## src/design/assert_macros.svh

```systemverilog
// Assertion macros used by the accumulator RTL.
// Each macro expects signals named clk and rst_n in the calling scope.
`ifndef ASSERT_MACROS_SVH
`define ASSERT_MACROS_SVH
`ifndef SYNTHESIS
`define ICA_ASSERT(lbl, prop, msg) \
    lbl: assert property (@(posedge clk) disable iff (!rst_n) prop) \
        else $error(msg);
`define ICA_ASSERT_NEXT(lbl, ante, cons, msg) \
    lbl: assert property (@(posedge clk) disable iff (!rst_n) (ante) |=> (cons)) \
        else $error(msg);
`else
`define ICA_ASSERT(lbl, prop, msg)
`define ICA_ASSERT_NEXT(lbl, ante, cons, msg)
`endif
`endif

```

## src/design/ica_pkg.sv

```systemverilog
// Shared types, constants and cost functions of the instruction current accumulator.
// No dependencies.
package ica_pkg;

    localparam int SLOT_COUNT_DEF = 1024;
    localparam int TYPE_COUNT_DEF = 64;

    localparam int TICK_W   = 32;
    localparam int ADDR_W   = 32;
    localparam int CHARGE_W = 64;
    localparam int CYCLE_W  = 32;
    localparam int USAGE_W  = 32;
    localparam int SLOTNUM_W = 10;
    localparam int QUERY_W  = 10;
    localparam int TYPE_W   = 6;
    localparam int CYC_IN_W = 4;
    localparam int META_W   = 16;
    localparam int CUR_W    = 13;
    localparam int FLASH_W  = 11;
    localparam int ADD_W    = 17;

    localparam logic [31:0] SLOT_LENGTH_RST = 32'd1000;

    localparam logic [TYPE_W-1:0] T_STR    = 6'd0;
    localparam logic [TYPE_W-1:0] T_LDR    = 6'd1;
    localparam logic [TYPE_W-1:0] T_PUSH   = 6'd18;
    localparam logic [TYPE_W-1:0] T_STMIA  = 6'd19;
    localparam logic [TYPE_W-1:0] T_LDMIA  = 6'd20;
    localparam logic [TYPE_W-1:0] T_POP    = 6'd21;
    localparam logic [TYPE_W-1:0] T_BNE    = 6'd23;
    localparam logic [TYPE_W-1:0] T_BEQ    = 6'd24;
    localparam logic [TYPE_W-1:0] T_BRANCH = 6'd26;

    localparam logic [ADD_W-1:0] NOT_TAKEN_BNE   = 17'd5200;
    localparam logic [ADD_W-1:0] NOT_TAKEN_OTHER = 17'd3920;
    localparam logic [ADD_W-1:0] TAKEN_CYCLES    = 17'd3;

    localparam logic [ADDR_W-1:0] RAM_BASE    = 32'h2000_0000;
    localparam logic [ADDR_W-1:0] PERIPH_BASE = 32'h4000_0000;
    localparam logic [3:0] REG_FLASH = 4'hf;
    localparam logic [3:0] REG_RAM   = 4'he;

    localparam logic [CUR_W-1:0] CUR_PERIPH  = 13'd3000;
    localparam logic [CUR_W-1:0] CUR_DEFAULT = 13'd4000;
    localparam logic [CUR_W-1:0] CUR_LD_FLASH = 13'd5760;
    localparam logic [CUR_W-1:0] CUR_LD_RAM  = 13'd3520;
    localparam logic [CUR_W-1:0] CUR_ST      = 13'd4133;
    localparam logic [CUR_W:0] STEP_BIAS  = 14'd480;
    localparam logic [CUR_W:0] STEP_UNIT  = 14'd240;

    typedef enum logic [1:0] {
        OP_CHARGE     = 2'd0,
        OP_READ_SLOT  = 2'd1,
        OP_READ_USAGE = 2'd2,
        OP_NONE       = 2'd3
    } ica_op_t;

    typedef enum logic [3:0] {
        S_CLEAR,
        S_IDLE,
        S_DIV,
        S_PEND_RD,
        S_PEND_WR,
        S_SLOT_RD,
        S_SLOT_UPD,
        S_Q_RD,
        S_Q_TAKE,
        S_DONE
    } ica_state_t;

    typedef struct packed {
        logic clr_step;
        logic capture;
        logic div_step;
        logic usage_rd;
        logic q_rd;
        logic q_take;
        logic pend_rd;
        logic pend_wr;
        logic slot_rd;
        logic slot_wr;
        logic out_load;
    } ica_cmd_t;

    typedef struct packed {
        logic    clr_last;
        logic    div_last;
        logic    pend_go;
        ica_op_t in_op;
    } ica_sts_t;

    function automatic logic [FLASH_W-1:0] flash_cost(input logic [ADDR_W-1:0] d);
        logic [FLASH_W-1:0] c;
        if (|d[31:12])
            c = 11'd1067;
        else if (|d[11:10])
            c = 11'd967;
        else if (|d[9:8])
            c = 11'd867;
        else if (|d[7:6])
            c = 11'd233;
        else if (|d[5:4])
            c = 11'd67;
        else
            c = 11'd0;
        return c;
    endfunction

    function automatic logic [ADDR_W-1:0] access_addr(
        input logic [META_W-1:0] meta,
        input logic [ADDR_W-1:0] base,
        input logic [ADDR_W-1:0] idx
    );
        logic [ADDR_W-1:0] a;
        if (meta[14:11] == REG_FLASH)
            a = RAM_BASE - 32'd1;
        else if (meta[14:11] == REG_RAM)
            a = RAM_BASE;
        else if (meta[15])
            a = base + idx;
        else
            a = base + {21'd0, meta[10:0]};
        return a;
    endfunction

    function automatic logic [CUR_W-1:0] type_current(input logic [TYPE_W-1:0] t);
        logic [CUR_W-1:0] c;
        case (t)
            6'd2:    c = 13'd4520;
            6'd3:    c = 13'd3827;
            6'd4:    c = 13'd3840;
            6'd5:    c = 13'd3933;
            6'd6:    c = 13'd3760;
            6'd7:    c = 13'd3867;
            6'd8:    c = 13'd3760;
            6'd9:    c = 13'd3760;
            6'd10:   c = 13'd3760;
            6'd11:   c = 13'd3707;
            6'd12:   c = 13'd3707;
            6'd13:   c = 13'd3707;
            6'd14:   c = 13'd3693;
            6'd15:   c = 13'd3693;
            6'd16:   c = 13'd3693;
            6'd17:   c = 13'd3826;
            6'd22:   c = 13'd4000;
            6'd23:   c = 13'd4867;
            6'd24:   c = 13'd4947;
            6'd25:   c = 13'd4773;
            6'd26:   c = 13'd4933;
            6'd27:   c = 13'd4933;
            6'd28:   c = 13'd4000;
            6'd29:   c = 13'd4000;
            6'd30:   c = 13'd3867;
            6'd31:   c = 13'd4000;
            6'd0, 6'd1, 6'd18, 6'd19, 6'd20, 6'd21: c = 13'd0;
            default: c = CUR_DEFAULT;
        endcase
        return c;
    endfunction

    // Multi-register transfers lose 240 per cycle beyond two.
    function automatic logic [CUR_W-1:0] cost_current(
        input logic [TYPE_W-1:0]   t,
        input logic [CYC_IN_W-1:0] cyc,
        input logic [ADDR_W-1:0]   a
    );
        logic [CUR_W:0]   sub;
        logic [CUR_W-1:0] c;
        sub = (CUR_W+1)'(cyc) * STEP_UNIT;
        if (t == T_LDR) begin
            if (a < RAM_BASE)
                c = CUR_LD_FLASH;
            else if (a < PERIPH_BASE)
                c = CUR_LD_RAM;
            else
                c = CUR_PERIPH;
        end else if (t == T_STR) begin
            c = (a >= PERIPH_BASE) ? CUR_PERIPH : CUR_ST;
        end else if (t == T_PUSH || t == T_STMIA) begin
            c = CUR_W'({1'b0, CUR_ST} + STEP_BIAS - sub);
        end else if (t == T_LDMIA) begin
            c = CUR_W'({1'b0, CUR_LD_FLASH} + STEP_BIAS - sub);
        end else if (t == T_POP) begin
            c = CUR_W'({1'b0, CUR_LD_RAM} + STEP_BIAS - sub);
        end else begin
            c = type_current(t);
        end
        return c;
    endfunction

endpackage

```

## src/design/ica_ctrl.sv

```systemverilog
// Sequencer of the instruction current accumulator: handshakes and datapath commands.
// Depends on ica_pkg and assert_macros.svh.
`include "assert_macros.svh"
module ica_ctrl (
    input  logic              clk,
    input  logic              rst_n,
    input  logic              in_valid,
    output logic              in_stall,
    output logic              out_valid,
    input  logic              out_stall,
    input  ica_pkg::ica_sts_t sts,
    output ica_pkg::ica_cmd_t cmd
);
    import ica_pkg::*;

    ica_state_t state_reg;
    ica_state_t state_next;
    logic       out_valid_reg;
    logic       out_valid_next;

    always_ff @(posedge clk or negedge rst_n)
    begin
        if (!rst_n)
        begin
            state_reg     <= S_CLEAR;
            out_valid_reg <= 1'b0;
        end
        else
        begin
            state_reg     <= state_next;
            out_valid_reg <= out_valid_next;
        end
    end

    always_comb
    begin
        state_next = state_reg;
        case (state_reg)
            S_CLEAR:
            begin
                if (sts.clr_last)
                    state_next = S_IDLE;
            end
            S_IDLE:
            begin
                if (in_valid)
                begin
                    case (sts.in_op)
                        OP_CHARGE:     state_next = S_DIV;
                        OP_READ_SLOT:  state_next = S_Q_RD;
                        OP_READ_USAGE: state_next = S_Q_RD;
                        default:       state_next = S_DONE;
                    endcase
                end
            end
            S_DIV:
            begin
                if (sts.div_last)
                    state_next = S_PEND_RD;
            end
            S_PEND_RD:  state_next = sts.pend_go ? S_PEND_WR : S_SLOT_RD;
            S_PEND_WR:  state_next = S_SLOT_RD;
            S_SLOT_RD:  state_next = S_SLOT_UPD;
            S_SLOT_UPD: state_next = S_DONE;
            S_Q_RD:     state_next = S_Q_TAKE;
            S_Q_TAKE:   state_next = S_DONE;
            S_DONE:
            begin
                if (!out_valid_reg || !out_stall)
                    state_next = S_IDLE;
            end
            default:    state_next = S_IDLE;
        endcase
    end

    always_comb
    begin
        cmd = '0;
        case (state_reg)
            S_CLEAR:    cmd.clr_step = 1'b1;
            S_IDLE:     cmd.capture  = in_valid;
            S_DIV:
            begin
                cmd.div_step = 1'b1;
                cmd.usage_rd = 1'b1;
            end
            S_PEND_RD:  cmd.pend_rd  = sts.pend_go;
            S_PEND_WR:  cmd.pend_wr  = 1'b1;
            S_SLOT_RD:  cmd.slot_rd  = 1'b1;
            S_SLOT_UPD: cmd.slot_wr  = 1'b1;
            S_Q_RD:     cmd.q_rd     = 1'b1;
            S_Q_TAKE:   cmd.q_take   = 1'b1;
            S_DONE:     cmd.out_load = !out_valid_reg || !out_stall;
            default:    cmd = '0;
        endcase
    end

    // Hold the result until transferred; a new one may replace it in the same cycle.
    assign out_valid_next = cmd.out_load | (out_valid_reg & out_stall);
    assign in_stall       = (state_reg != S_IDLE);
    assign out_valid      = out_valid_reg;

    `ICA_ASSERT(a_pend_wr_after_rd, cmd.pend_wr |-> $past(cmd.pend_rd), "pending write without read")
    `ICA_ASSERT(a_slot_wr_after_rd, cmd.slot_wr |-> $past(cmd.slot_rd), "slot update without read")
    `ICA_ASSERT(a_load_when_free, cmd.out_load |-> (!out_valid_reg || !out_stall), "result overwritten")
    `ICA_ASSERT_NEXT(a_load_sets_valid, cmd.out_load, out_valid, "loaded result not shown")

endmodule

```

## config.mk

```make
export PLATFORM = sky130hd
export DESIGN_NAME = ica_ctrl
export DESIGN_NICKNAME = d
export VERILOG_FILES = /design/src/design/ica_pkg.sv /design/src/design/ica_ctrl.sv
export VERILOG_INCLUDE_DIRS = /design/src /design/src/design
export SDC_FILE = /design/constraint.sdc
export NUM_CORES = 1
export LEC_CHECK = 0
export CAP_MARGIN = 30
export CORE_AREA = 2 2 39 41
export CTS_CLUSTER_DIAMETER = 40
export CTS_CLUSTER_SIZE = 16
export DETAILED_ROUTE_END_ITERATION = 16
export DIE_AREA = 0 0 41 43
export DONT_BUFFER_PORTS = 1
export PLACE_DENSITY_LB_ADDON = 0.1
export SETUP_SLACK_MARGIN = 0.02
export SLEW_MARGIN = 15
export SYNTH_ARGS = -nofsm -noshare
export SYNTH_HDL_FRONTEND = slang
export SYNTH_SLANG_ARGS = --single-unit
```

## constraint.sdc

```tcl
create_clock -name clk -period 3.8 [get_ports clk]
set_input_delay 0.57 -clock clk [delete_from_list [all_inputs] [get_ports clk]]
set_output_delay 0.57 -clock clk [all_outputs]
set_load 0.005 [all_outputs]
```

; ---- Word level (Yosys, flattened, before mapping)
; Index checks and enable logic that the tools add are counted.
[op_classes]
eq_ne = 16
mux = 17
bitwise = 2
reduce_logical = 8
[ops]
columns = op, n
row1 = $pmux W4 S9, 1
row2 = $eq A4 B3 Y1 const B, 4
row3 = $mux W4, 4
row4 = $mux W1, 10
row5 = $eq A4 B2 Y1 const B, 2
row6 = $eq A4 B4 Y1 const B, 2
row7 = $ne A2 B2 Y1 const B, 4
row8 = $pmux W4 S2, 1
row9 = $eq A4 B1 Y1 const B, 1
row10 = $logic_not A4 Y1, 1
row11 = $ne A4 B1 Y1 const B, 1
row12 = $reduce_and A4 Y1, 1
row13 = $reduce_or A2 Y1, 2
row14 = $eq A2 B1 Y1 const B, 1
row15 = $eq A2 B2 Y1 const B, 1
row16 = $logic_not A1 Y1, 2
row17 = $logic_not A2 Y1, 1
row18 = $mux W2, 1
row19 = $and A1 B1 Y1, 1
row20 = $logic_or A1 B1 Y1, 1
row21 = $or A1 B1 Y1, 1
[totals]
reg_bits = 5
inputBits = 9
output_inout_bits = 13
elab_cells = 45

; ---- Logic depth before layout (Yosys ltp)
[depth]
word_depth = 5
ltp_mapped = 5
ltp_nobuf = 5

; ---- Worst setup path before layout
; No wires, ideal clock.
[synth_timing]
path_type = flip-flop to output port
from = register state_reg[0]
to = output port cmd[8] in the netlist's numbering
t_arrival_ns = 1.124
required_time_ns = 3.230
setup_slack_ns = 2.106
stages_incl_launch_ff = 4
n_path_buf = 1
cell_sequence = dfrtp_1 -> or4b_1 -> inv_1 -> buf_4
[synth_rtl]
columns = item, line_no
row1 = "start, declared", ica_ctrl.sv:16  ; ica_state_t state_reg;
row2 = "start signal, assigned", ica_ctrl.sv:30  ; state_reg <= state_next;
row3 = "end, declared", ica_ctrl.sv:12  ; output ica_pkg::ica_cmd_t cmd

==> parameters.txt <==
Parameter                              Value

Yosys
  Mux contribution to synthesized area    10.3%
  Top cell types by occurrence after synthesis    dfrtp_1 (5), inv_1 (5), nor2_1 (5)
  Area share of the largest cell type after synthesis    28.5%
  Dominant cells by area after synthesis    dfrtp_1 (28%), mux2_2 (10%), ha_1 (5.7%)
  Count of flip-flops with a built-in enable after synthesis    0
  Flop and latch count out of synthesis    5
  Share of async-settable or async-resettable flops after synthesis    100%
  Net Count, Synth    63
  Count of distinct cell types in the synthesized netlist    27
  Area of the mapped netlist    439 µm²
  Xor and xnor fraction of the mapped netlist area    0%
  Average size of a mapped cell    8.45 µm²
  Compound-Gate Fraction of Synth Area    16.8%
  Dominant register cell in the synthesized netlist    dfrtp_1
  Fraction of the mapped netlist area in simple logic gates    29.6%
  Adder and majority cell fraction of the synthesized area    5.70%
  Count of synthesis-stage warnings from yosys    0
  Sequential share of the synthesized area    28.5%
  Combinational family with the most area after synthesis    simple AND/OR/NAND/NOR gates
  Largest area contributor in the netlist    dfrtp_1
  Number of cells produced by synthesis    52

Clock network
  Root Buffer    clkbuf_4
  CTS clk-pin slew, worst paths    40 ps
  Hold-fix buffer count after cts    0
  Post CTS Setup Buffer Count    0
  Clock latency on the worst-skew pair    240 ps
  Total CTS buffers    3
  Clock sink count    5
  Clock tree from TritonCTS    done
  Count of cells resized by post-cts repair    0
  Number of H-tree branching levels    1
  Worst-case clock buffer depth    2

Timing
  Max_slew headroom    71.4%
  Transition time at the pin with the least slew margin    428 ps
  Count of final max-slew check failures    0
  Worst clock skew    2.78 ps
  Post-Route Setup TNS    0 ps
  Final-report setup violation count    0
  RSZ-0062 raised after global routing    false
  Highest Clock Rate    486 MHz
  Hold violation total from the final report    0
  Final critical-path required period    2060 ps
  Final worst-path cycle share    54.1%

Setup path
  Startpoint-to-endpoint class of the critical path    flip-flop to output pin
  Worst path arrival time    1490 ps
  End point of the critical path    cmd[7]
  Required time reported for the critical path endpoint    3230 ps
  CP Max Fanout    16
  Reg-to-Reg End    state_reg[3]$_DFFE_PN0P_
  FF-to-FF Start    state_reg[1]$_DFFE_PN0P_
  Reg-to-reg slack, setup    2250 ps
  Endpoint type of the worst setup path    output pin
  Start point of the critical path    state_reg[1]$_DFFE_PN0P_
  Depth of the most critical reg-to-reg path    3
  Nature of the critical path startpoint    flip-flop

Finish
  Number of antenna repair diodes    0
  Share of post-route cells with drive strength above 1    17.3%
  Area growth from synthesis to final layout    5.70%
  Post-layout nets    64
  Fill cell instance count of the final layout    150
  Final Core Density    33.5%
  Largest register FFs    4

GRT
  Routing usage on met3    3.14%
  Number of global-route vias before repair    385
  Global-route congestion overflow total    0
  Met1 GRT Util    14.8%
  Maximum number of pins on one net before global-route repair    17
  Number of antenna violations at the first check in global routing    0
  Grt met2 use    18.1%
  Busiest grt layer    met2
  Total Routing Usage GR    12.2%
  First-pass GRT wire length    1.48 mm

Floorplanning
  Standard-cell row count    14
  Die span in y    43 µm
  Die width    41 µm
  Number of top-level design ports    22
  Initial Util    31.7%
  Die ar.    1760 µm²
  Core Footprint    1380 µm²

Flow run
  Number of violations of the max-capacitance limit    0

Power
  Power Dens Cells    766 nW/µm²
  Peak supply drop    0.286 mV
  Leakage power    0.000214 µW

Place
  Port-buffer cells    0
  Routability-driven placement congestion ratio    0.704
  Placed wire-length estimate    727 µm

Route
  Via-per-instance ratio    5.37
  DRC    0
  Detail Route Antenna Nets    0
  Violation count after the first detailed-routing iteration    2
  Total length of routed wires    898 µm
  Via count of the routed design    365
  Detailed-routing iteration count for the pre-antenna-repair pass    4
  Detail-routed net length per standard cell    13.2 µm

Worst hold path
  Hold crit path type    primary input to asynchronous set/reset pin

Outcome
  Result of the run    completed
==> routing by layer <==
layer  up-vias  part of all wire [%]
met1       171                    43
li1        184                     -
met5         -                     0
met3         0                   7.3
met4         0                     0
met2        10                    50
==> cell families (layout without fill, tap and decap cells) <==
kind of cell               after synthesis  in the layout
muxes                                    4              4
buffers and inverters                    9              9
DFF                                      5              5
and+or+nand+nor                         23             23
AOI/OAI and AO/OA                        9              9
adders and majority gates                2              2
==> cell usage in the layout (no fill, tap or decap), types with 2 or more instances in the layout <==
cell       count
a2bb2oi_1      2
mux2_2         4
dfrtp_1        5
clkbuf_4       3
inv_1          5
nor2_1         5
o21ai_0        2
nor3_1         2
nand2_1        4
ha_1           2
nor4_1         2
nand2b_1       2
==> worst max-delay path, cell delays in order (launching register included) <==
cell     delay, ps
dfrtp_1        600
or4b_1         530
inv_1          130
==> through the flow <==
stage          instance area, µm²  std cells  power (µW)  hold slack [ps]  worst slack (ps)
2_1_floorplan                 439         52         275              274              2110
3_3_place_gp                  438         64         300              275              2010
3_5_place_dp                  438         64         299              275              1980
4_1_cts                       464         68         361             18.9              1720
5_1_grt                       464         68         394             3.44              1620
6_report                      464         68         355             27.0              1740
==> worst min path at each step <==
stage	to	slack [ps]	depth (start not counted)
floorplan	out_valid$_DFF_PN0_	270	0
global placement	state_reg[2]$_DFFE_PN0P_	270	0
detailed placement	state_reg[1]$_DFFE_PN0P_	270	0
CTS	state_reg[1]$_DFFE_PN0P_	20	0
global route	out_valid$_DFF_PN0_	3	0
finish	state_reg[1]$_DFFE_PN0P_	30	0
==> cell type report <==
cell class	instances	area [µm²]	area share, %
inverters	5	18.8	4.04
flip-flops and latches	5	125	27.0
multi-input cells	38	274	59.0
clock buffers	4	26.3	5.66
well taps	16	20.0	4.31
==> power breakdown <==
| part | leakage (µW) | internal, µW | switching (µW) |
|---|---|---|---|
| Clock | 0.0000150 | 39.6 | 20.1 |
| Sequential | 0.0000624 | 75.7 | 56.9 |
| Combinational | 0.000137 | 84.2 | 79.0 |
| Total | 0.000214 | 199 | 156 |
Power figures use the tool's default switching activity.
